<file path="config.mk">
export PLATFORM = sky130hd
export DESIGN_NAME = kvi_lerp
export DESIGN_NICKNAME = d
export VERILOG_FILES = /design/src/design/kvi_pkg.sv /design/src/design/kvi_lerp.sv
export SDC_FILE = /design/constraint.sdc
export NUM_CORES = 2
export LEC_CHECK = 0
export BUFFER_PORTS_ARGS = -buffer_cell sky130_fd_sc_hd__buf_2
export CAP_MARGIN = 0
export CORE_MARGIN = 1
export CORE_UTILIZATION = 35
export CTS_CLUSTER_DIAMETER = 80
export CTS_CLUSTER_SIZE = 14
export DETAILED_ROUTE_END_ITERATION = 8
export GPL_ROUTABILITY_DRIVEN = 0
export GPL_TIMING_DRIVEN = 0
export PLACE_DENSITY = 0.55
export RECOVER_POWER = 100
export SLEW_MARGIN = 10
export SYNTH_ARGS = -nofsm -noshare
export SYNTH_HDL_FRONTEND = slang
export SYNTH_SLANG_ARGS = --single-unit
</file>
<file path="constraint.sdc">
create_clock -name clk -period 7.05 [get_ports clk]
set_input_delay 1.0575 -clock clk [delete_from_list [all_inputs] [get_ports clk]]
set_output_delay 1.0575 -clock clk [all_outputs]
set_load 0.01 [all_outputs]
</file>
<file path="src/design/kvi_pkg.sv">
// ============================================================================
// kvi_pkg
// Types, sizes and codes of the keyframe vector interpolator.
// ============================================================================
package kvi_pkg;

    localparam int MAX_KEYS  = 16;
    localparam int KEY_AW    = $clog2(MAX_KEYS);
    localparam int CNT_W     = 5;
    localparam int DATA_W    = 32;
    localparam int PADDR_W   = 3;
    localparam int DIV_STEPS = 32;
    localparam int DIV_CW    = $clog2(DIV_STEPS);

    localparam logic REQ_LOAD  = 1'b0;
    localparam logic REQ_QUERY = 1'b1;

    // register index bit of paddr
    localparam logic REG_KEY_COUNT = 1'b0;

    localparam logic [1:0] COMP_X = 2'd0;
    localparam logic [1:0] COMP_Y = 2'd1;
    localparam logic [1:0] COMP_Z = 2'd2;

    typedef struct packed {
        logic signed [DATA_W-1:0] x;
        logic signed [DATA_W-1:0] y;
        logic signed [DATA_W-1:0] z;
    } vec_t;

    typedef struct packed {
        logic [DATA_W-1:0] key_time;
        vec_t              vec;
    } entry_t;

    typedef enum logic [2:0] {
        ST_IDLE,
        ST_FETCH0,
        ST_FIRST,
        ST_SCAN,
        ST_DIV,
        ST_LERP,
        ST_EMIT
    } state_t;

endpackage

</file>
<file path="src/design/kvi_lerp.sv">
// ============================================================================
// kvi_lerp
// Three-component lerp through one shared multiplier, one component a cycle.
// ============================================================================
module kvi_lerp (
    input  logic                       clk,
    input  logic                       rst_n,
    input  logic                       start,
    input  logic [kvi_pkg::DATA_W-1:0] frac,
    input  kvi_pkg::vec_t              va,
    input  kvi_pkg::vec_t              vb,
    output logic                       done,
    output kvi_pkg::vec_t              res
);
    import kvi_pkg::*;

    function automatic logic signed [DATA_W-1:0] pick(input vec_t v, input logic [1:0] c);
        logic signed [DATA_W-1:0] r;
        case (c)
            COMP_X:  r = v.x;
            COMP_Y:  r = v.y;
            default: r = v.z;
        endcase
        return r;
    endfunction

    vec_t               a_reg;
    vec_t               b_reg;
    vec_t               res_reg;
    logic [DATA_W-1:0]  f_reg;
    logic               iss_act_reg;
    logic [1:0]         iss_reg;
    logic               s1_vld_reg;
    logic [1:0]         s1_c_reg;
    logic signed [DATA_W:0]   d_reg;
    logic signed [DATA_W-1:0] v0_s1_reg;
    logic               s2_vld_reg;
    logic [1:0]         s2_c_reg;
    logic [63:0]        prod_reg;
    logic signed [DATA_W-1:0] v0_s2_reg;
    logic               done_reg;

    logic signed [DATA_W-1:0] a_c;
    logic signed [DATA_W-1:0] b_c;
    logic signed [DATA_W:0]   d_next;
    logic signed [2*DATA_W+1:0] mult_full;
    logic [63:0]        rnd_sum;
    logic signed [DATA_W-1:0] comp_next;

    always_comb
    begin
        a_c       = pick(a_reg, iss_reg);
        b_c       = pick(b_reg, iss_reg);
        d_next    = {b_c[DATA_W-1], b_c} - {a_c[DATA_W-1], a_c};
        mult_full = d_reg * $signed({1'b0, f_reg});
        rnd_sum   = prod_reg + 64'h0000_0000_4000_0000;
        comp_next = v0_s2_reg + $signed(rnd_sum[62:31]);
    end

    always_ff @(posedge clk or negedge rst_n)
    begin
        if (!rst_n)
        begin
            iss_act_reg <= 1'b0;
            iss_reg     <= '0;
            s1_vld_reg  <= 1'b0;
            s2_vld_reg  <= 1'b0;
            done_reg    <= 1'b0;
        end
        else
        begin
            s1_vld_reg <= iss_act_reg;
            s2_vld_reg <= s1_vld_reg;
            done_reg   <= s2_vld_reg && (s2_c_reg == COMP_Z);
            if (start)
            begin
                iss_act_reg <= 1'b1;
                iss_reg     <= COMP_X;
            end
            else if (iss_act_reg)
            begin
                iss_reg <= iss_reg + 2'd1;
                if (iss_reg == COMP_Z)
                begin
                    iss_act_reg <= 1'b0;
                end
            end
        end
    end

    always_ff @(posedge clk)
    begin
        if (start)
        begin
            a_reg <= va;
            b_reg <= vb;
            f_reg <= frac;
        end
        s1_c_reg  <= iss_reg;
        d_reg     <= d_next;
        v0_s1_reg <= a_c;
        s2_c_reg  <= s1_c_reg;
        prod_reg  <= mult_full[63:0];
        v0_s2_reg <= v0_s1_reg;
        if (s2_vld_reg)
        begin
            case (s2_c_reg)
                COMP_X:  res_reg.x <= comp_next;
                COMP_Y:  res_reg.y <= comp_next;
                default: res_reg.z <= comp_next;
            endcase
        end
    end

    assign done = done_reg;
    assign res  = res_reg;

endmodule

</file>
==> results.py <==
metrics = {
    "synth": {
        "synth_cells": 4961,
        "muxShareOfSynthArea_pct": 0.01887,
        "yosysWarnings": 0,
        "synth-simple-area-share_pct": 13.80,
        "synth_xor_area_share_pct": 2.229,
        "ys_seq_area_share_pct": 23.45,
        "ys_types": 64,
        "avgSynthCellArea_um2": 10.69,
        "syn_nets": 6518,
        "synth_fa_ha_area_share_pct": 46.69,
        "synth_edf_count": 320,
        "ys.flop_type": "edfxtp_1",
        "async_flop_share_pct": 1.304,
        "synth_compound_area_share_pct": 4.738,
        "synth-seq-cells": 460,
        "synth_top_family_by_area": "adder cells",
        "syn_area_um2": 53050,
    },
    "setup_path": {
        "crit_top_cell": "fa_1",
        "path_class": "reg -> reg",
        "crit_required_ns": 7.60,
        "reg2reg_from": "f_reg[7]",
        "worstPathMaxFanout": 4,
        "crit_slowest_cell": "fa_1",
        "critPathCaptureType": "flip-flop",
        "crit_arrival_ns": 8.51,
        "worstSetupStartpoint": "f_reg[7]",
        "rr_worst_depth": 27,
        "slowest_delay_ns": 0.56,
        "crit_path_start_kind": "flip-flop",
    },
    "clock_tree": {
        "cts.clk_slew.worst_paths_ns": 0.07,
        "cts_tree": "built",
        "root_buffer": "clkbuf_16",
        "cts_sinks": 460,
        "htree_levels": 2,
        "cts_made_buffers": 43,
        "clk_path_buf_depth": 3,
        "clock_latency_ns": 0.67,
        "cts_hold_buf": 0,
    },
    "route": {
        "wl_per_cell_um": 24.76,
        "drc": 0,
        "first_pass_iters": 7,
        "drt-total-wl_um": 186600,
        "drtAntennaViolNets": 0,
        "vias": 37590,
        "vias_per_cell": 4.987,
        "drt-initial-drc-count": 3143,
    },
    "global_routing": {
        "track_usage_pct": 24.67,
        "grt_max_degree": 107,
        "antenna_found_initial": 29,
        "grt_pass1_wl_um": 268400,
        "first_global_vias": 39660,
        "overflow": 0,
    },
    "floorplanning": {
        "rows": 142,
        "die_w_um": 391.3,
        "io_pins": 324,
        "start_util_pct": 35.34,
        "die-area_um2": 153100,
        "chipHeight_um": 391.3,
        "fp.coreArea_um2": 150100,
    },
    "sta": {
        "holdWs_ns": 0.2754,
        "fmax_ghz": 0.1257,
        "fin_crit_sh_pct": 112.9,
        "setup_violations": 32,
        "finalHoldViolCount": 0,
        "finalMaxSlewViolations": 290,
        "finalWorstSetupSlack_ns": -0.9073,
        "fin_crit_ns": 7.957,
        "rsz0062_at_grt": "yes",
        "slew_headroom_pct": -132.1,
        "finClkSkew_ns": 0.05454,
        "worst_pin_slew_ns": 3.482,
    },
    "final_layout": {
        "layout_commonest_cell": "fa_1",
        "n_fill_cell": 14690,
        "final_cell_mix": "fa_1, inv_1, and2_1, nand2_1, edfxtp_1",
        "drive_gt1_share_pct": 14.45,
        "area_growth_syn_to_layout_pct": 16.89,
        "final_util_pct": 41.30,
        "final_nets": 7031,
    },
    "place": {
        "dp_hpwl_um": 151500,
        "portBuffers": 323,
    },
    "worst_hold_path": {
        "worstHoldPathType": "in -> async",
    },
    "status": {
        "status": "finished, violations left",
        "violations": "capacitance limit, slew limit, setup timing",
    },
    "flow_run": {
        "maxCapViolations": 5,
    },
}
## cells by family after synthesis
logic type / after synthesis
DFF: 460
adders and majority gates: 1330
muxes: 1
xor gates and xnor gates: 135
and+or+nand+nor: 1383
AOI/OAI and AO/OA: 372
buffers and inverters: 1280
## cell usage after synthesis (32+ instances only)
master       n  area, µm²
fa_1      1083      21680
inv_1     1063       3990
and2_1     732       4579
nand2_1    435       1633
edfxtp_1   320       9609
ha_1       247       3090
clkbuf_1   208      780.8
dfxtp_1    134       2683
a21oi_1    115      575.6
xnor2_1     97      849.6
nor2_1      78      292.8
a21o_1      46      345.3
o21ai_0     45      225.2
xor2_1      38      332.8
nand3_1     35      175.2
a22o_1      32      280.3
a22oi_1     32      240.2
## worst paths after layout
path	to	slack (ns)
setup / recovery	prod_reg[60]	-0.91
hold / removal	s2_vld_reg	0.28
setup reg to reg	prod_reg[60]	-0.91
hold reg to reg	v0_s2_reg[6]	0.30
max in group asynchronous	done	6.47
min in group clk	v0_s2_reg[6]	0.30
## critical path: cells and delay by family, from the launching register on
kind / cells / cell delay [ns]
DFF: 1 / 0.52
adders and majority gates: 9 / 4.40
buffers and inverters: 7 / 0.74
xor gates and xnor gates: 1 / 0.15
and+or+nand+nor: 3 / 0.75
AOI/OAI and AO/OA: 7 / 1.26
## metal layers
metal / global-route usage (%) / share of wire [%] / vias up
met5: 0 / 0.051 / -
met4: 13.12 / 6.4 / 12
met3: 5.424 / 8.9 / 500
met2: 39.52 / 46 / 1756
met1: 31.09 / 38 / 19330
li1: - / - / 15990
## cell type report
class                           instances  area [µm²]  area share [%]
Antenna cell                           14       35.03         0.05650
Buffer                                214        2162           3.487
Clock buffer                           67        1176           1.897
Clock inverter                         11       160.2          0.2583
Inverter                             1063        3999           6.449
Multi-Input combinational cell       3221       36660           59.12
Sequential cell                       460       12480           20.12
Tap cell                             2016        2522           4.068
Timing Repair Buffer                  471        2820           4.548
## what timing repair did
| item | 4_1_cts | 5_1_grt |
|---|---|---|
| buffers inserted | 94 | 46 |
| setup endpoints to repair | 33 | 33 |
| pin swaps | 70 | 107 |
| gates cloned | 1 | 0 |
| resized for setup | 552 | 202 |
## through the flow
stage / area (µm²) / setup slack, ns / setup TNS, ns / std cells
6_report: 62010 / -0.9073 / -19.28 / 7537
3_3_place_gp: 57250 / -2.761 / -70.43 / 7300
3_5_place_dp: 57400 / -2.692 / -66.45 / 7308
5_1_grt: 61990 / -0.9771 / -21.81 / 7527
4_1_cts: 61400 / -0.7268 / -15.49 / 7478
2_1_floorplan: 53110 / -0.1025 / -0.1025 / 4961
Power is not shown: default switching activity piles up to over one toggle a cycle in this logic, so the estimate is an artifact.
