**src/design/kvi_pkg.sv**
```systemverilog
// ============================================================================
// kvi_pkg
// Types, sizes and codes of the keyframe vector interpolator.
// ============================================================================
package kvi_pkg;

    localparam int MAX_KEYS  = 16;
    localparam int KEY_AW    = $clog2(MAX_KEYS);
    localparam int CNT_W     = 5;
    localparam int DATA_W    = 32;
    localparam int PADDR_W   = 3;
    localparam int DIV_STEPS = 32;
    localparam int DIV_CW    = $clog2(DIV_STEPS);

    localparam logic REQ_LOAD  = 1'b0;
    localparam logic REQ_QUERY = 1'b1;

    // register index bit of paddr
    localparam logic REG_KEY_COUNT = 1'b0;

    localparam logic [1:0] COMP_X = 2'd0;
    localparam logic [1:0] COMP_Y = 2'd1;
    localparam logic [1:0] COMP_Z = 2'd2;

    typedef struct packed {
        logic signed [DATA_W-1:0] x;
        logic signed [DATA_W-1:0] y;
        logic signed [DATA_W-1:0] z;
    } vec_t;

    typedef struct packed {
        logic [DATA_W-1:0] key_time;
        vec_t              vec;
    } entry_t;

    typedef enum logic [2:0] {
        ST_IDLE,
        ST_FETCH0,
        ST_FIRST,
        ST_SCAN,
        ST_DIV,
        ST_LERP,
        ST_EMIT
    } state_t;

endpackage

```
**src/design/kvi_div.sv**
```systemverilog
// ============================================================================
// kvi_div
// Radix-2 restoring divider: quot = floor(num * 2^31 / den), num <= den.
// ============================================================================
module kvi_div (
    input  logic                      clk,
    input  logic                      rst_n,
    input  logic                      start,
    input  logic [kvi_pkg::DATA_W-1:0] num,
    input  logic [kvi_pkg::DATA_W-1:0] den,
    output logic                      done,
    output logic [kvi_pkg::DATA_W-1:0] quot
);
    import kvi_pkg::*;

    logic              busy_reg;
    logic              done_reg;
    logic [DIV_CW-1:0] cnt_reg;
    logic [DATA_W:0]   rem_reg;
    logic [DATA_W-1:0] den_reg;
    logic [DATA_W-1:0] quot_reg;

    logic              ge;
    logic [DATA_W:0]   diff;

    always_comb
    begin
        ge   = rem_reg >= {1'b0, den_reg};
        diff = ge ? (rem_reg - {1'b0, den_reg}) : rem_reg;
    end

    always_ff @(posedge clk or negedge rst_n)
    begin
        if (!rst_n)
        begin
            busy_reg <= 1'b0;
            done_reg <= 1'b0;
            cnt_reg  <= '0;
        end
        else
        begin
            done_reg <= 1'b0;
            if (start)
            begin
                // equal pair times: fraction is zero, no iterations
                busy_reg <= (den != '0);
                done_reg <= (den == '0);
                cnt_reg  <= '0;
            end
            else if (busy_reg)
            begin
                cnt_reg <= cnt_reg + DIV_CW'(1);
                if (cnt_reg == DIV_CW'(DIV_STEPS - 1))
                begin
                    busy_reg <= 1'b0;
                    done_reg <= 1'b1;
                end
            end
        end
    end

    always_ff @(posedge clk)
    begin
        if (start)
        begin
            rem_reg  <= {1'b0, num};
            den_reg  <= den;
            quot_reg <= '0;
        end
        else if (busy_reg)
        begin
            rem_reg  <= {diff[DATA_W-1:0], 1'b0};
            quot_reg <= {quot_reg[DATA_W-2:0], ge};
        end
    end

    assign done = done_reg;
    assign quot = quot_reg;

endmodule

```
**config.mk**
```make
export PLATFORM = sky130hd
export DESIGN_NAME = kvi_div
export DESIGN_NICKNAME = d
export VERILOG_FILES = /design/src/design/kvi_pkg.sv /design/src/design/kvi_div.sv
export SDC_FILE = /design/constraint.sdc
export NUM_CORES = 1
export LEC_CHECK = 0
export BUFFER_PORTS_ARGS = -buffer_cell sky130_fd_sc_hd__buf_2
export CAP_MARGIN = 20
export CORE_ASPECT_RATIO = 1.25
export CORE_UTILIZATION = 45
export CTS_CLUSTER_DIAMETER = 200
export DETAILED_ROUTE_END_ITERATION = 10
export GPL_ROUTABILITY_DRIVEN = 0
export PLACE_DENSITY = 0.65
export SLEW_MARGIN = 20
export SYNTH_ARGS = -nofsm -noshare
export SYNTH_HDL_FRONTEND = slang
export SYNTH_SLANG_ARGS = --single-unit
```
**constraint.sdc**
```tcl
create_clock -name clk -period 3.4 [get_ports clk]
set_clock_uncertainty 0.2 [all_clocks]
set_input_delay 0.85 -clock clk [delete_from_list [all_inputs] [get_ports clk]]
set_output_delay 0.85 -clock clk [all_outputs]
set_load 0.005 [all_outputs]
```
==> impl_metrics.env, run 1 <==
export IMPL_seqCellArea_sq_mm=0.00276
export IMPL_post_route_min_period_ns=3.23
export IMPL_crit_arrival_ns=3.13
export IMPL_worst_slew_pin_slew_ns=0.586
export IMPL_critPathSlowestCell="ha_1"
export IMPL_end_kind="flop"
export IMPL_peakVddDrop_mv=0.329
export IMPL_drt_iter0_markers=260
export IMPL_ctsHtreeMaxLevel=3
export IMPL_rrSetupSlack_ns=0.17
export IMPL_grt_total_usage=0.221
export IMPL_cts_buffers=9
export IMPL_gr_total_overflow=0
export IMPL_cts_tree="built"
export IMPL_die_area_sq_mm=0.0140
export IMPL_synth_edf_count=64
export IMPL_core_sq_mm=0.0132
export IMPL_setup_violations=0
export IMPL_antenna_left=0
export IMPL_drv_slew=0
export IMPL_crit_type="flop to flop"
export IMPL_synthArstFlopShare=0.0673
export IMPL_r2r_cells=9
export IMPL_routed_wl_mm=14.8
export IMPL_power_switching_mw=2.17
export IMPL_p_sw_frac=0.390
export IMPL_slowest_delay_ns=0.48
export IMPL_start_util=0.461
export IMPL_via_per_inst=5.54
export IMPL_post_dp_hpwl_mm=11.1
export IMPL_clk_latency_ns=0.35
export IMPL_power_mw=5.56
export IMPL_synth_top_cell_area_share=0.315
export IMPL_layout_drive_gt1_share=0.213
export IMPL_p_seq_frac=0.315
export IMPL_die_w_um=106
export IMPL_ys_seq_area_frac=0.452
export IMPL_synth_avg_cell_area_sq_um=9.69
export IMPL_yosys_register_bits=104
export IMPL_grt_use_met1=0.263
export IMPL_row_count=47
export IMPL_reg2reg_to="rem_reg[23]$_DFFE_PP_"
export IMPL_placed_area_sq_mm=0.00686
export IMPL_crit_chain="ha_1 -> and4_1 -> nand3_1 -> o211ai_1 -> o21bai_4 -> a311oi_4 -> buf_4 -> and3_1 -> a221o_1"
export IMPL_firstDrtPassIters=4
export IMPL_vias=5006
export IMPL_mappedNetlistArea_sq_mm=0.00610
export IMPL_critPathBufInv=1
export IMPL_netlist_instances=630
export IMPL_final_util=0.542
export IMPL_syn_to_final_growth_pct=17.6
export IMPL_syn_nets=732
export IMPL_hold_viol_final=0
export IMPL_drc=0
export IMPL_timing_rr_start="rem_reg[19]$_DFFE_PP_"
export IMPL_grt_pass1_wl_mm=24.7
export IMPL_yosys_warnings=0
export IMPL_synth_area_top_cells="edfxtp_1 31%, dfxtp_1 11%, ha_1 7.0%"
export IMPL_cts_setup_buffers=0
export IMPL_grt_util_met3=0.0430
export IMPL_comb_power_share=0.496
export IMPL_grt_max_degree=47
export IMPL_cp_start_kind="flop"
export IMPL_min_path_type="input pin to async pin"
export IMPL_met2_usage=0.375
export IMPL_grt_antenna_before_repair=0
export IMPL_synthTopCellsByCount="79 x nor2_1, 64 x edfxtp_1, 63 x nand2_1, 44 x inv_1, 38 x a21oi_1"
export IMPL_max_cap_violations=0
export IMPL_clock_sinks=104
export IMPL_grt_pass1_vias=5104
export IMPL_ys_types=67
export IMPL_period_share=0.949
export IMPL_cts_resized=0
export IMPL_die_h_um=132
export IMPL_largest_reg_flops=33
export IMPL_crit_fanout=16
export IMPL_leakage_nw=3.32
export IMPL_clkTransAtPathRegs_ns=0.08
export IMPL_finalInstanceArea_sq_mm=0.00718
export IMPL_crit_family="compound AO/OA/AOI/OAI gates"
export IMPL_n_fill_cell=1214
export IMPL_clockBufferDepth=2
export IMPL_synth_top_area_cell="edfxtp_1"
export IMPL_max_slew_margin=0.606
export IMPL_p_per_area_mw_per_mm2=774
export IMPL_clkPwrFrac=0.189
export IMPL_outcome="finished, final reports clean"
export IMPL_fin_nets=829
export IMPL_wl_per_cell_um=16.4
export IMPL_synthFlopType="edfxtp_1"
export IMPL_pin_count=100
export IMPL_hold_ws_ns=0.122
export IMPL_antenna_cells=0
export IMPL_cts_root_buf="clkbuf_16"
export IMPL_io_buffers=99
export IMPL_multi_input_area_sq_mm=0.00306
export IMPL_cts_hold_buf=0
export IMPL_required_ns=3.30
export IMPL_yosysMostFrequentCell="nor2_1"
export IMPL_top_usage_layer="met2"
export IMPL_fmax_ghz=0.310
export IMPL_p_int_mw=3.39
[worst max path at each step]
stage          cells after the start  slack, ns                     to                     start
2_1_floorplan                     12       0.35  rem_reg[29]$_DFFE_PP_  rem_reg[0]$_SDFFCE_PN0P_
3_3_place_gp                      12       0.26  rem_reg[25]$_DFFE_PP_  rem_reg[0]$_SDFFCE_PN0P_
3_5_place_dp                      12       0.18  rem_reg[25]$_DFFE_PP_  rem_reg[0]$_SDFFCE_PN0P_
4_1_cts                           10       0.18   rem_reg[1]$_DFFE_PP_     rem_reg[11]$_DFFE_PP_
5_1_grt                           12      -0.03  rem_reg[25]$_DFFE_PP_  rem_reg[0]$_SDFFCE_PN0P_
6_report                           9       0.17  rem_reg[23]$_DFFE_PP_     rem_reg[19]$_DFFE_PP_
[logic make-up (layout without fill, tap and decap cells)]
group,Yosys count,after routing,share of synthesized area
adder cells (fa/ha/maj),35,35,0.0730
buffers and inverters,78,180,0.0515
AND/OR/NAND/NOR,209,209,0.159
multiplexers,37,37,0.0609
AO/OA/AOI/OAI,139,139,0.164
flip-flops,104,104,0.452
XOR/XNOR,28,28,0.0402
[layer usage]
| layer | up-vias | wire length, um |
|---|---|---|
| met5 | - | 0 |
| met4 | 0 | 571 |
| met3 | 33 | 696 |
| met2 | 117 | 7270 |
| met1 | 2389 | 6240 |
| li1 | 2467 | - |
[cells in the final DEF (no fill, tap or decap), types with 19 or more instances in the layout]
cell type	n
a21oi_1	38
a31oi_1	19
buf_2	98
buf_4	20
dfxtp_1	33
edfxtp_1	64
ha_1	34
inv_1	44
mux2i_1	36
nand2_1	63
nor2_1	79
xnor2_1	20
[layout make-up]
class | count | area share
clock buffer | 12 | 0.0373
clock inverter | 4 | 0.00436
inverter | 44 | 0.0230
multi-input combinational | 448 | 0.426
sequential | 104 | 0.384
tap | 171 | 0.0298
timing repair buffer | 120 | 0.0948
[worst reg2reg max path, delay by kind of cell, from the launching register on]
family                     cells  cell delay (ns)
and+or+nand+nor                3             0.66
adders and majority gates      1             0.48
buffers and inverters          1             0.24
AOI/OAI and AO/OA              4             1.01
DFF                            1             0.40
[metrics by stage]
| step | std cells | setup TNS [ns] | setup slack, ns |
|---|---|---|---|
| 2_1_floorplan | 630 | 0 | 0.350 |
| 3_5_place_dp | 887 | 0 | 0.183 |
| 4_1_cts | 903 | 0 | 0.178 |
| 6_report | 903 | 0 | 0.173 |
| 5_1_grt | 903 | -0.0471 | -0.0350 |
| 3_3_place_gp | 887 | 0 | 0.257 |
[power groups by stage]
| stage | Combinational [mW] | Clock (mW) | Sequential (mW) |
|---|---|---|---|
| final | 2.75 | 1.05 | 1.75 |
| after global placement | 2.67 | 0 | 1.77 |
| after global routing | 3.05 | 1.12 | 1.77 |
| after CTS | 2.72 | 1.08 | 1.75 |
| after floorplan | 2.03 | 0 | 1.72 |
| after detailed placement | 2.70 | 0 | 1.77 |
Power figures use the tool's default switching activity.
==> run 2, diff against run 1 <==
--- a/config.mk
+++ b/config.mk
@@ -9,4 +9,5 @@
 export CAP_MARGIN = 20
 export CORE_ASPECT_RATIO = 1.25
+export CORE_MARGIN = 2
 export CORE_UTILIZATION = 45
 export CTS_CLUSTER_DIAMETER = 200
==> constraint.sdc (replaced) <==
create_clock -name clk -period 3.4 [get_ports clk]
set_clock_uncertainty 0.2 [all_clocks]
set_input_delay 0.68 -clock clk [delete_from_list [all_inputs] [get_ports clk]]
set_output_delay 0.68 -clock clk [all_outputs]
set_load 0.005 [all_outputs]
==> run 2 against run 1 <==
Maximum frequency decreased by 2.0%; combinational power barely moved; final cell count down 0.11%; sequential power barely moved; total power increased by 1.0%; final area up 0.26%; core utilization rose by 0.14 points; first-iteration DRC count up 7.7%; sequential share of layout area fell by 0.10 points; critical endpoint is now rem_reg[25]$_DFFE_PP_.
==> impl_metrics.env, run 2 (synthesized netlist as in run 1, its figures left out) <==
export IMPL_outcome="finished, final reports clean"
export IMPL_post_dp_hpwl_mm=11.3
export IMPL_power_switching_mw=2.18
export IMPL_critPathBufInv=0
export IMPL_rrSetupSlack_ns=0.11
export IMPL_place_ws_ns=0.141
export IMPL_critPathSlowestCell="nor4_1"
export IMPL_period_share=0.968
export IMPL_n_fill_cell=1210
export IMPL_clock_sinks=104
export IMPL_rsz0062_at_grt="yes"
export IMPL_drc=0
export IMPL_stdcell_count=902
export IMPL_fin_nets=828
export IMPL_layout_common_cells="98 x buf_2, 79 x nor2_1, 64 x edfxtp_1"
export IMPL_post_route_min_period_ns=3.29
export IMPL_hold_depth=2
export IMPL_antenna_cells=0
export IMPL_max_slew_margin=0.612
export IMPL_slowest_delay_ns=0.50
export IMPL_clkPwrFrac=0.193
export IMPL_p_sw_frac=0.388
export IMPL_layout_drive_gt1_share=0.213
export IMPL_largest_reg_flops=33
export IMPL_ctsHtreeMaxLevel=3
export IMPL_drt_iter0_markers=280
export IMPL_clkTransAtPathRegs_ns=0.07
export IMPL_grt_antenna_before_repair=0
export IMPL_crit_arrival_ns=3.21
export IMPL_cts_buffers=9
export IMPL_setup_violations=0
export IMPL_r2r_cells=9
export IMPL_timing_final_ws_setup_ns=0.108
export IMPL_core_sq_mm=0.0132
export IMPL_leakage_nw=3.32
export IMPL_hold_viol_final=0
export IMPL_power_mw=5.61
export IMPL_fmax_ghz=0.304
export IMPL_cp_start_kind="flop"
export IMPL_routed_wl_mm=14.9
export IMPL_crit_fanout=8
export IMPL_p_per_area_mw_per_mm2=780
export IMPL_timing_rr_start="rem_reg[10]$_DFFE_PP_"
export IMPL_reg2reg_to="rem_reg[25]$_DFFE_PP_"
export IMPL_hold_path_end="quot[31]$_SDFFE_PP0P_"
export IMPL_die_h_um=134
export IMPL_required_ns=3.32
export IMPL_cts_tree="built"
export IMPL_io_buffers=99
export IMPL_grt_total_usage=0.214
export IMPL_wl_per_cell_um=16.6
export IMPL_grt_max_degree=55
export IMPL_p_int_mw=3.43
export IMPL_via_per_inst=5.58
export IMPL_peakVddDrop_mv=0.345
export IMPL_clockBufferDepth=2
export IMPL_drv_slew=0
export IMPL_tns_ns=0
export IMPL_clk_latency_ns=0.36
export IMPL_max_cap_violations=0
export IMPL_min_path_type="flop to flop"
export IMPL_p_seq_frac=0.312
export IMPL_syn_to_final_growth_pct=17.9
export IMPL_vias=5034
export IMPL_antenna_left=0
export IMPL_placedCellCount=885
export IMPL_start_util=0.461
export IMPL_die_area_sq_mm=0.0145
export IMPL_gr_total_overflow=0
export IMPL_comb_power_share=0.495
export IMPL_worst_slew_pin_slew_ns=0.576
export IMPL_final_util=0.544
export IMPL_row_count=47
export IMPL_cts_root_buf="clkbuf_16"
export IMPL_hp_start="quot[31]$_SDFFE_PP0P_"
export IMPL_grt_pass1_wl_mm=24.4
export IMPL_crit_family="simple AND/OR/NAND/NOR gates"
export IMPL_die_w_um=108
export IMPL_pin_count=100
export IMPL_firstDrtPassIters=4
export IMPL_final_common_cell="buf_2"
export IMPL_end_kind="flop"
export IMPL_grt_pass1_vias=5152
export IMPL_crit_type="flop to flop"
export IMPL_crit_chain="ha_1 -> nand4_1 -> or2_2 -> nor4_1 -> nor3_1 -> o31ai_1 -> a21oi_1 -> xnor2_1 -> a221o_1"
-- run 2: cell types whose count changed in the layout (fill, tap and decap cells not counted), sizes merged --
cell         previous run  this run
buf                   120       118
clkinvlp                0         1
dlygate4sd3             0         1
inv                    47        46
-- run 2: tightest hold or removal path, cell delays in order (launching register included) --
cell and delay [ns]:
dfxtp_1 0.33, mux2i_1 0.06, nor2_1 0.07
-- run 2: power groups by stage --
stage	Clock (mW)	Combinational, mW	Sequential [mW]
finish	1.08	2.78	1.75
CTS	1.10	2.74	1.75
detailed placement	0	2.73	1.77
global route	1.14	3.08	1.78
global placement	0	2.69	1.77
floorplan	0	2.03	1.72
-- run 2: through the flow --
stage / hold WS, ns / area [sq um]
6_report: 0.295 / 7200
4_1_cts: 0.294 / 7170
2_1_floorplan: 0.184 / 6100
3_3_place_gp: 0.274 / 6850
3_5_place_dp: 0.279 / 6850
5_1_grt: 0.296 / 7200
-- run 2: worst max path at each step --
stage	from	endpoint	slack (ns)	cells after the start
2_1_floorplan	rem_reg[0]$_SDFFCE_PN0P_	rem_reg[29]$_DFFE_PP_	0.35	12
6_report	rem_reg[10]$_DFFE_PP_	rem_reg[25]$_DFFE_PP_	0.11	9
3_5_place_dp	rem_reg[11]$_DFFE_PP_	rem_reg[1]$_DFFE_PP_	0.14	10
4_1_cts	rem_reg[11]$_DFFE_PP_	rem_reg[1]$_DFFE_PP_	0.13	10
5_1_grt	rem_reg[0]$_SDFFCE_PN0P_	rem_reg[29]$_DFFE_PP_	-0.04	12
3_3_place_gp	rem_reg[21]$_DFFE_PP_	rem_reg[3]$_DFFE_PP_	0.15	10
-- run 2: layout make-up --
type	count	area [sq um]	area share
clock buffers	12	289	0.0402
clock inverters	4	28.8	0.00400
inverters	44	165	0.0230
multi-input cells	448	3060	0.426
flip-flops and latches	104	2760	0.383
well taps	171	214	0.0297
repair buffers	119	676	0.0939
-- run 2: repair_timing --
item / in CTS / in global routing
hold buffers: 1 / 0
hold endpoints to repair: 7 / 0
endpoints found under the setup margin: 0 / 10
setup buffers: 0 / 0
resized for setup: 0 / 4
-- run 2: per-layer routing --
metal / wire (um) / vias to the layer above / part of all wire / track usage
met1: 6150 / 2386 / 0.41 / 0.251
met5: 0 / - / 0 / 0
li1: - / 2474 / - / -
met4: 450 / 0 / 0.030 / 0.0954
met3: 859 / 37 / 0.057 / 0.0530
met2: 7490 / 137 / 0.50 / 0.368
