$ cat src/design/kvi_ram.sv
// ============================================================================
// kvi_ram
// Generic single-write, single-read RAM with registered read data.
// ============================================================================
module kvi_ram #(
    parameter int WIDTH = 32,
    parameter int DEPTH = 16
) (
    input  logic                     clk,
    input  logic                     we,
    input  logic [$clog2(DEPTH)-1:0] waddr,
    input  logic [WIDTH-1:0]         wdata,
    input  logic [$clog2(DEPTH)-1:0] raddr,
    output logic [WIDTH-1:0]         rdata
);

    logic [WIDTH-1:0] mem_reg [DEPTH];

    always_ff @(posedge clk)
    begin
        if (we)
        begin
            mem_reg[waddr] <= wdata;
        end
        rdata <= mem_reg[raddr];
    end

endmodule

$ cat config.mk
export PLATFORM = sky130hd
export DESIGN_NAME = kvi_ram
export DESIGN_NICKNAME = d
export VERILOG_FILES = /design/src/design/kvi_ram.sv
export SDC_FILE = /design/constraint.sdc
export NUM_CORES = 1
export LEC_CHECK = 0
export ABC_CLOCK_PERIOD_IN_PS = 5000
export BUFFER_PORTS_ARGS = -buffer_cell sky130_fd_sc_hd__buf_4
export CAP_MARGIN = 20
export CORE_ASPECT_RATIO = 1.5
export CORE_MARGIN = 1
export CORE_UTILIZATION = 61
export DETAILED_ROUTE_END_ITERATION = 7
export GPL_ROUTABILITY_DRIVEN = 1
export GPL_TIMING_DRIVEN = 0
export PLACE_DENSITY_LB_ADDON = 0.2
export SKIP_LAST_GASP = 1
export SLEW_MARGIN = 15
export SYNTH_ARGS = -nofsm -noshare
export SYNTH_HDL_FRONTEND = slang
export SYNTH_SLANG_ARGS = --single-unit
$ cat constraint.sdc
create_clock -name clk -period 5 [get_ports clk]
set_input_delay 0.5 -clock clk [delete_from_list [all_inputs] [get_ports clk]]
set_output_delay 0.5 -clock clk [all_outputs]
set_load 0.05 [all_outputs]
==> results of run 1 <==
## area by class of cell
cell class,count,area (µm²)
sequential,544,16020
fill,1830,9087
multi-input combinational,251,3726
clock buffer,62,1295
timing repair buffer,101,934.6
tap,410,513.0
buffer,43,222.7
clock inverter,26,136.4
## power by group through the flow
stage	Sequential [mW]	Clock (mW)	Combinational [mW]
floorplan	5.33	0	0.245
global placement	5.22	0	0.571
detailed placement	5.22	0	0.600
CTS	5.12	3.42	0.602
global route	5.13	3.58	0.627
finish	5.12	3.38	0.594
## worst paths after layout
path | start | endpoint | slack (ns) | depth (start not counted)
worst min-delay path | wdata[28] | mem_reg[6][28]$_DFFE_PP_ | 0.24 | 1
worst max register to register | mem_reg[1][0]$_DFFE_PP_ | rdata[0]$_DFF_P_ | 3.63 | 3
worst min register to register | mem_reg[13][30]$_DFFE_PP_ | rdata[30]$_DFF_P_ | 0.67 | 3
worst max-delay path | waddr[2] | mem_reg[0][4]$_DFFE_PP_ | 2.84 | 6
## routing by layer
metal	routed length, µm	global-route usage (%)	vias to the layer above
met5	0	0	-
met4	988	7.966	0
met3	3007	3.967	68
met2	21790	43.89	424
met1	15720	36.58	4921
li1	-	-	3871
## cells in the final DEF, fill, tap and decap left out, types with 7 or more instances in the layout
cell type	Yosys	layout
edfxtp_1	512	512
mux4_2	128	128
buf_4	11	93
a22oi_1	64	64
clkbuf_16	0	49
nand2_1	33	33
dfxtp_1	32	32
clkbuf_1	17	28
clkinv_2	0	14
nor2_4	0	12
buf_12	0	12
buf_1	9	9
buf_6	2	9
clkinv_1	0	7
## worst max-delay path: cells and delay by family
family	cells	cell delay, ns
and+or+nand+nor	2	1.15
buffers and inverters	4	0.77
## kinds of logic after synthesis
logic type	count (synthesis)	synth area share (%)
flops	544	80.67
mux	128	14.52
compound gates	64	2.420
simple gates	59	1.273
buf+inv	43	1.122
## Yosys cell counts
cell	count
nand2_1	33
nor3_1	4
mux4_2	128
edfxtp_1	512
or3b_2	1
buf_2	4
buf_1	9
a22oi_1	64
buf_6	2
nor2b_1	2
clkbuf_1	17
and2_1	1
nand3_1	1
nand2b_1	2
buf_4	11
nand3b_1	2
dfxtp_1	32
nor2_1	13
## per-stage QoR
step	worst slack [ns]	hold slack [ns]	utilization (%)	instances
floorplan	1.320	0.5989	-	838
global placement	-1.245	0.6567	65.45	1319
detailed placement	2.248	0.6661	67.06	1349
CTS	2.839	0.2135	71.54	1437
global route	2.789	0.2265	71.54	1437
finish	2.842	0.2364	71.54	1437
==> results.json, run 1 <==
{
  "synth_top_area_share_pct": 77.44,
  "skew_ns": 0.01297,
  "cpMaxStageDelayCell": "or3b_2",
  "startpoint_type": "input pin",
  "intPower_mw": 7.150,
  "drt-pass1-iter-count": 5,
  "layout-drive-gt1-share_pct": 32.42,
  "root_buffer": "clkbuf_16",
  "rows": 80,
  "syn_avg_cell_area_um2": 23.69,
  "cp-end-kind": "register",
  "ctsResizeCount": 0,
  "dr_total_vias": 9284,
  "area.growth.synth_to_final_pct": 15.06,
  "cts_buffers": 48,
  "grt_pass1_wl_um": 61570,
  "grtUsageTotal_pct": 26.37,
  "clk_latency_ns": 0.56,
  "post-route-drc-count": 0,
  "p_per_area_nw_per_um2": 398.2,
  "largest_reg_flops": 512,
  "seq_area_frac_synth_pct": 80.67,
  "grt_pass1_vias": 9695,
  "vdd_drop_max_v": 0.0003335,
  "hold_viol": 0,
  "dpl.hpwl_um": 24980,
  "ios": 74,
  "netlist_instances": 838,
  "yosysTopAreaCell": "edfxtp_1",
  "post-route-period-util_pct": 43.17,
  "diodes": 0,
  "final.min_clock_period_ns": 2.158,
  "switching_share_pct": 21.40,
  "crit_chain": "buf_4 > or3b_2 > nor3_2 > buf_6 > buf_4 > buf_4",
  "worst_pin_slew_ns": 0.9112,
  "clock_path_buffers": 3,
  "power_switching_mw": 1.946,
  "postCtsSetupRepairBufs": 0,
  "setup_violations": 0,
  "pwr-share-seq_pct": 56.3,
  "clkPwrFrac_pct": 37.2,
  "io_buffers": 71,
  "design.die.area_um2": 33290,
  "synth.distinct_cells": 18,
  "status": "finished clean",
  "initial_utilization_pct": 62.18,
  "ys_top_cells_by_area": "edfxtp_1 (77%), mux4_2 (15%), dfxtp_1 (3.2%), a22oi_1 (2.4%), nand2_1 (0.62%)",
  "cp_data_required_time_ns": 5.26,
  "cp_common_cell": "buf_4",
  "final_area_um2": 22840,
  "maxCapViolCount": 0,
  "rsz0062_at_grt": "no",
  "max_slew_margin_pct": 39.25,
  "fin_tns_setup_ns": 0,
  "cts.clk_slew.worst_paths_ns": 0.07,
  "coreArea_um2": 31930,
  "htreeDepth": 2,
  "post_dp_cell_area_um2": 21410,
  "power.total_mw": 9.097,
  "fin_nets": 1031,
  "max_stage_delay_ns": 0.58,
  "via_per_inst": 6.461,
  "synth_seq_cells": 544,
  "grt_max_degree": 21,
  "wl_um": 41500,
  "slew_viol_final": 0,
  "critical_path_class": "input pin to register",
  "dr.first_iter.drc_count": 1062,
  "die_y_um": 223.0,
  "die_w_um": 149.3,
  "hp-class": "input pin to register",
  "cp_max_fo": 8,
  "cts_tree": "yes",
  "cts_sinks": 544,
  "holdBufCountCts": 0,
  "combPwrFrac_pct": 6.5,
  "worstPathArrival_ns": 2.42,
  "drtAntennaViolNets": 0,
  "max_freq_mhz": 463.3,
  "gp_congestion": 0.6942,
  "p_leak_nw": 7.376,
  "wl_per_cell_um": 28.88,
  "yosys_warnings": 0,
  "syn_nets": 880,
  "synthesis.area_um2": 19850,
  "antenna_found_initial": 0,
  "grt.overflow.total": 0
}
Note: power is estimated with default switching activity, not from simulation.
==> run 2: changes to the inputs <==
--- a/config.mk
+++ b/config.mk
@@ -5,7 +5,7 @@
 export SDC_FILE = /design/constraint.sdc
 export NUM_CORES = 1
 export LEC_CHECK = 0
-export ABC_CLOCK_PERIOD_IN_PS = 5000
+export ABC_CLOCK_PERIOD_IN_PS = 2190
 export BUFFER_PORTS_ARGS = -buffer_cell sky130_fd_sc_hd__buf_4
 export CAP_MARGIN = 20
 export CORE_ASPECT_RATIO = 1.5
==> constraint.sdc (replaced) <==
create_clock -name clk -period 2.19 [get_ports clk]
set_input_delay 0.219 -clock clk [delete_from_list [all_inputs] [get_ports clk]]
set_output_delay 0.219 -clock clk [all_outputs]
set_load 0.05 [all_outputs]
==> run 2 against run 1 <==
- count of clock-buffer cells in the layout increased by 7
- critical path type unchanged
- sequential cell count is the same
- largest cell class unchanged
- setup slack worse by 2.3 ns
- cell area increased by 2.9%
==> results.json, run 2 (synthesis results as in run 1) <==
{
  "status": "finished clean",
  "r2r-end": "rdata[18]$_DFF_P_",
  "fin_nets": 1060,
  "seq_area_um2": 16020,
  "ios": 74,
  "drtAntennaViolNets": 0,
  "wl_per_cell_um": 29.62,
  "final_common_cell": "edfxtp_1",
  "p_per_area_nw_per_um2": 914.9,
  "layout-drive-gt1-share_pct": 31.32,
  "startpoint_type": "input pin",
  "timing.reg2reg.setup_slack_ns": 0.77,
  "setup_violations": 0,
  "coreArea_um2": 31930,
  "critical_path_class": "input pin to register",
  "postCtsSetupRepairBufs": 0,
  "clock_path_buffers": 3,
  "p_leak_nw": 7.642,
  "clk_latency_ns": 0.56,
  "reg2regPathDepth": 3,
  "worst_pin_slew_ns": 0.9701,
  "die_w_um": 149.3,
  "power.total_mw": 21.51,
  "dpl.hpwl_um": 25960,
  "grtUsageTotal_pct": 27.68,
  "antenna_found_initial": 0,
  "dr_total_vias": 9523,
  "max_freq_mhz": 612.5,
  "fin_tns_setup_ns": 0,
  "dr.first_iter.drc_count": 899,
  "post-route-period-util_pct": 74.56,
  "rows": 80,
  "cts_sinks": 544,
  "wl_um": 43450,
  "grt_pass1_wl_um": 64490,
  "multi_input_area_um2": 3751,
  "cts_buffers": 48,
  "maxCapViolCount": 0,
  "grt.overflow.total": 0,
  "final_core_utilization_pct": 73.63,
  "initial_utilization_pct": 62.18,
  "final_cell_mix": "edfxtp_1 (512), mux4_2 (128), buf_4 (82), a22oi_1 (64), clkbuf_16 (49)",
  "reg2reg_from": "mem_reg[9][18]$_DFFE_PP_",
  "fillerInstances": 1715,
  "io_buffers": 71,
  "root_buffer": "clkbuf_16",
  "drt-pass1-iter-count": 5,
  "gp_congestion": 0.7097,
  "htreeDepth": 2,
  "die_y_um": 223.0,
  "design.die.area_um2": 33290,
  "vdd_drop_max_v": 0.0007719,
  "worstPathArrival_ns": 2.06,
  "slew_viol_final": 0,
  "cp_max_fo": 10,
  "largest_reg_flops": 512,
  "hold_viol": 0,
  "cpMaxStageDelayCell": "buf_1",
  "final.min_clock_period_ns": 1.633,
  "crit_chain": "buf_2 > buf_1 > mux4_2 > a22oi_1 > nand2_1",
  "cts.clk_slew.worst_paths_ns": 0.07,
  "cp_data_required_time_ns": 2.62,
  "grt_pass1_vias": 10300,
  "post-route-drc-count": 0,
  "diodes": 0,
  "rsz0062_at_grt": "no",
  "grt_max_degree": 21,
  "via_per_inst": 6.491,
  "max_stage_delay_ns": 0.77,
  "cts_tree": "yes",
  "endpoint": "rdata[14]$_DFF_P_",
  "skew_ns": 0.01665,
  "crit_start": "raddr[1]",
  "min_delay_path_depth": 2,
  "max_slew_margin_pct": 35.33,
  "area.growth.synth_to_final_pct": 18.42,
  "cp-end-kind": "register",
  "hp-class": "input pin to register"
}
## run 2: changes by cell type in the layout (fill, tap and decap cells not counted), sizes merged
cell / previous run / this run
bufinv: 0 / 3
buf: 127 / 124
clkinvlp: 3 / 0
clkinv: 21 / 15
clkbuf: 79 / 86
dlygate4sd3: 0 / 32
## run 2: worst min path at each step
stage,end,from
after floorplan,mem_reg[0][0]$_DFFE_PP_,wdata[0]
after global placement,mem_reg[10][10]$_DFFE_PP_,wdata[10]
after detailed placement,mem_reg[2][16]$_DFFE_PP_,wdata[16]
after CTS,mem_reg[0][16]$_DFFE_PP_,waddr[1]
after global routing,mem_reg[0][16]$_DFFE_PP_,waddr[1]
final,mem_reg[0][16]$_DFFE_PP_,waddr[1]
## run 2: power breakdown
group / switching [mW] / internal (mW)
Combinational: 0.876 / 0.551
Sequential: 0.0665 / 11.6
Clock: 3.58 / 4.80
## run 2: worst max-delay path, delay by kind of cell
family	cells	cell delay [ns]
AOI/OAI and AO/OA	1	0.27
muxes	1	0.45
and+or+nand+nor	1	0.11
buffers and inverters	2	1.01
## run 2: cell type report
| class | instances | area share [%] |
|---|---|---|
| sequential | 544 | 68.12 |
| tap | 410 | 2.182 |
| clock inverter | 20 | 0.7344 |
| multi-input combinational | 251 | 15.95 |
| clock buffer | 69 | 5.960 |
| timing repair buffer | 130 | 6.104 |
| buffer | 43 | 0.9473 |
## run 2: what timing repair did
action                     CTS  global route
hold buffers                32             0
setup endpoints to repair    0             0
resized for setup            0             0
hold endpoints to repair   512             0
## run 2: metrics by stage
stage	cell area [µm²]	hold slack, ns	worst slack [ns]	std cells
floorplan	19900	0.3179	-0.3571	838
detailed placement	21620	0.5207	0.02567	1346
global route	23510	0.09455	0.5674	1467
CTS	23510	0.07663	0.6012	1467
global placement	20940	0.5052	-1.944	1319
finish	23510	0.09526	0.5572	1467
## run 2: routing by layer
layer	share of wire [%]	global-route usage [%]	up-vias
met5	0	0	-
met4	3.1	10.43	0
met3	8.2	4.499	90
met2	53	46.78	513
met1	36	36.40	4983
li1	-	-	3937
==> run 3: changes to the inputs <==
--- a/config.mk
+++ b/config.mk
@@ -5,12 +5,12 @@
 export SDC_FILE = /design/constraint.sdc
 export NUM_CORES = 1
 export LEC_CHECK = 0
-export ABC_CLOCK_PERIOD_IN_PS = 2190
+export ABC_CLOCK_PERIOD_IN_PS = 1300
 export BUFFER_PORTS_ARGS = -buffer_cell sky130_fd_sc_hd__buf_4
 export CAP_MARGIN = 20
 export CORE_ASPECT_RATIO = 1.5
 export CORE_MARGIN = 1
-export CORE_UTILIZATION = 61
+export CORE_UTILIZATION = 55
 export DETAILED_ROUTE_END_ITERATION = 7
 export GPL_ROUTABILITY_DRIVEN = 1
 export GPL_TIMING_DRIVEN = 0
==> constraint.sdc (replaced) <==
create_clock -name clk -period 1.3 [get_ports clk]
set_input_delay 0.13 -clock clk [delete_from_list [all_inputs] [get_ports clk]]
set_output_delay 0.13 -clock clk [all_outputs]
set_load 0.05 [all_outputs]
==> run 3 against run 2 <==
- the flow now finishes with violations (negative setup slack)
- cell area increased by 1.8%
- total power up 65%
- core utilization is 5.8 points lower
- critical path type is now register to register
- non-clock buffer count increased by 16
- routed wire length decreased by 2.9%
- first-iteration DRC count up 12%
- register-to-register slack worse by 0.77 ns
- sequential power grew 68%
- combinational power rose by 75%
- clock skew is 0.0029 ns higher
- setup slack got worse by 0.56 ns
==> results.json, run 3 (synthesis results as in run 1) <==
{
  "status": "finished with violations",
  "violations": "negative setup slack",
  "final_cell_mix": "edfxtp_1 (512), mux4_2 (128), buf_4 (80), clkbuf_16 (49), a22oi_1 (35)",
  "slew_viol_final": 0,
  "rows": 84,
  "grt.overflow.total": 0,
  "final.min_clock_period_ns": 1.300,
  "antenna_found_initial": 0,
  "dpl.hpwl_um": 26160,
  "die_y_um": 234.7,
  "p_leak_nw": 7.761,
  "cp-end-kind": "register",
  "final_area_um2": 23940,
  "ios": 74,
  "fin_tns_setup_ns": -0.0001746,
  "cp_max_fo": 1,
  "htreeDepth": 2,
  "vdd_drop_max_v": 0.001178,
  "cp_data_required_time_ns": 1.73,
  "fin_ws_ns": -0.0001746,
  "dr_total_vias": 9367,
  "grtUsageTotal_pct": 24.29,
  "diodes": 0,
  "root_buffer": "clkbuf_16",
  "drt-pass1-iter-count": 5,
  "grt_pass1_vias": 9754,
  "critical_path_class": "register to register",
  "dr.first_iter.drc_count": 1010,
  "hold_viol": 0,
  "post-route-period-util_pct": 100.0,
  "grt_max_degree": 20,
  "startpoint_type": "register",
  "wl_um": 42210,
  "post_dp_cell_area_um2": 21780,
  "clock_path_buffers": 3,
  "fin_nets": 1076,
  "cts_tree": "yes",
  "post-route-drc-count": 0,
  "layout-drive-gt1-share_pct": 35.85,
  "wl_per_cell_um": 27.34,
  "via_per_inst": 6.067,
  "setup_violations": 1,
  "drtAntennaViolNets": 0,
  "die_w_um": 157.1,
  "max_slew_margin_pct": 36.39,
  "skew_ns": 0.01958,
  "hp-class": "input pin to register",
  "io_buffers": 71,
  "p_per_area_nw_per_um2": 1484,
  "design.die.area_um2": 36880,
  "rsz0062_at_grt": "yes",
  "area.growth.synth_to_final_pct": 20.59,
  "maxCapViolCount": 0,
  "cts_sinks": 544,
  "max_freq_mhz": 769.1,
  "coreArea_um2": 35310,
  "cts_buffers": 48,
  "cts.clk_slew.worst_paths_ns": 0.06,
  "initial_utilization_pct": 56.22,
  "largest_reg_flops": 512,
  "worst_pin_slew_ns": 0.9542,
  "clk_latency_ns": 0.56,
  "gp_congestion": 0.7297,
  "grt_pass1_wl_um": 63040,
  "final_common_cell": "edfxtp_1",
  "worstPathArrival_ns": 1.73
}
==> run 3: cell types whose count changed in the layout (fill, tap and decap cells not counted), moves of 4 or more <==
cell,before,now
a22oi_1,64,35
a22oi_2,0,29
buf_8,8,17
buf_1,9,1
clkbuf_8,10,2
buf_12,6,12
buf_2,4,9
buf_6,3,8
clkbuf_2,0,4
==> run 3: worst max-delay path, stage by stage, from the launching register on <==
cell and delay, ns:
edfxtp_1 0.37, mux4_2 0.49, a22oi_2 0.23, nand2_1 0.09
==> run 3: layout make-up <==
cell class / count / area [µm²]
clock buffer: 66 / 1310
buffer: 43 / 316.6
tap: 473 / 591.8
sequential: 544 / 16020
timing repair buffer: 146 / 1625
multi-input combinational: 251 / 3929
fill: 2250 / 11370
clock inverter: 21 / 153.9
==> run 3: final timing paths <==
check,end,cells after the start,from,slack (ns)
max,rdata[5]$_DFF_P_,3,mem_reg[0][5]$_DFFE_PP_,-0.0002
min,mem_reg[12][13]$_DFFE_PP_,2,waddr[1],0.1
max reg2reg,rdata[5]$_DFF_P_,3,mem_reg[0][5]$_DFFE_PP_,-0.0002
min reg2reg,rdata[28]$_DFF_P_,3,mem_reg[15][28]$_DFFE_PP_,0.67
==> run 3: where the power goes <==
group / leakage, nW / switching, mW / internal [mW]
Clock: 0.712 / 5.89 / 7.44
Combinational: 2.15 / 1.50 / 1.01
Sequential: 4.89 / 0.110 / 19.6
==> run 3: layer usage <==
metal | routed length, µm | global-route usage [%] | up-vias
met4 | 911 | 7.296 | 0
met2 | 22620 | 41.85 | 353
met5 | 0 | 0 | -
met1 | 16110 | 32.24 | 4972
li1 | - | - | 3962
met3 | 2564 | 3.449 | 80
==> run 3: repair_timing <==
action	in CTS	in global routing
hold buffers	32	0
setup buffers	14	3
pin swaps	16	22
endpoints found under the setup margin	148	49
gates resized for setup	17	23
hold endpoints to repair	512	0
==> run 3: per-stage QoR <==
| stage | hold slack [ns] | setup slack [ns] | power [mW] | utilization [%] | instances |
|---|---|---|---|---|---|
| global placement | 0.4176 | -1.596 | 22.32 | 60.11 | 1382 |
| CTS | 0.07315 | -0.05370 | 35.72 | 67.46 | 1541 |
| floorplan | 0.2289 | -0.5392 | 21.48 | - | 838 |
| global route | 0.09106 | -0.05450 | 36.54 | 67.80 | 1544 |
| detailed placement | 0.4239 | -0.8666 | 22.44 | 61.67 | 1408 |
| finish | 0.09545 | -0.0001746 | 35.54 | 67.80 | 1544 |
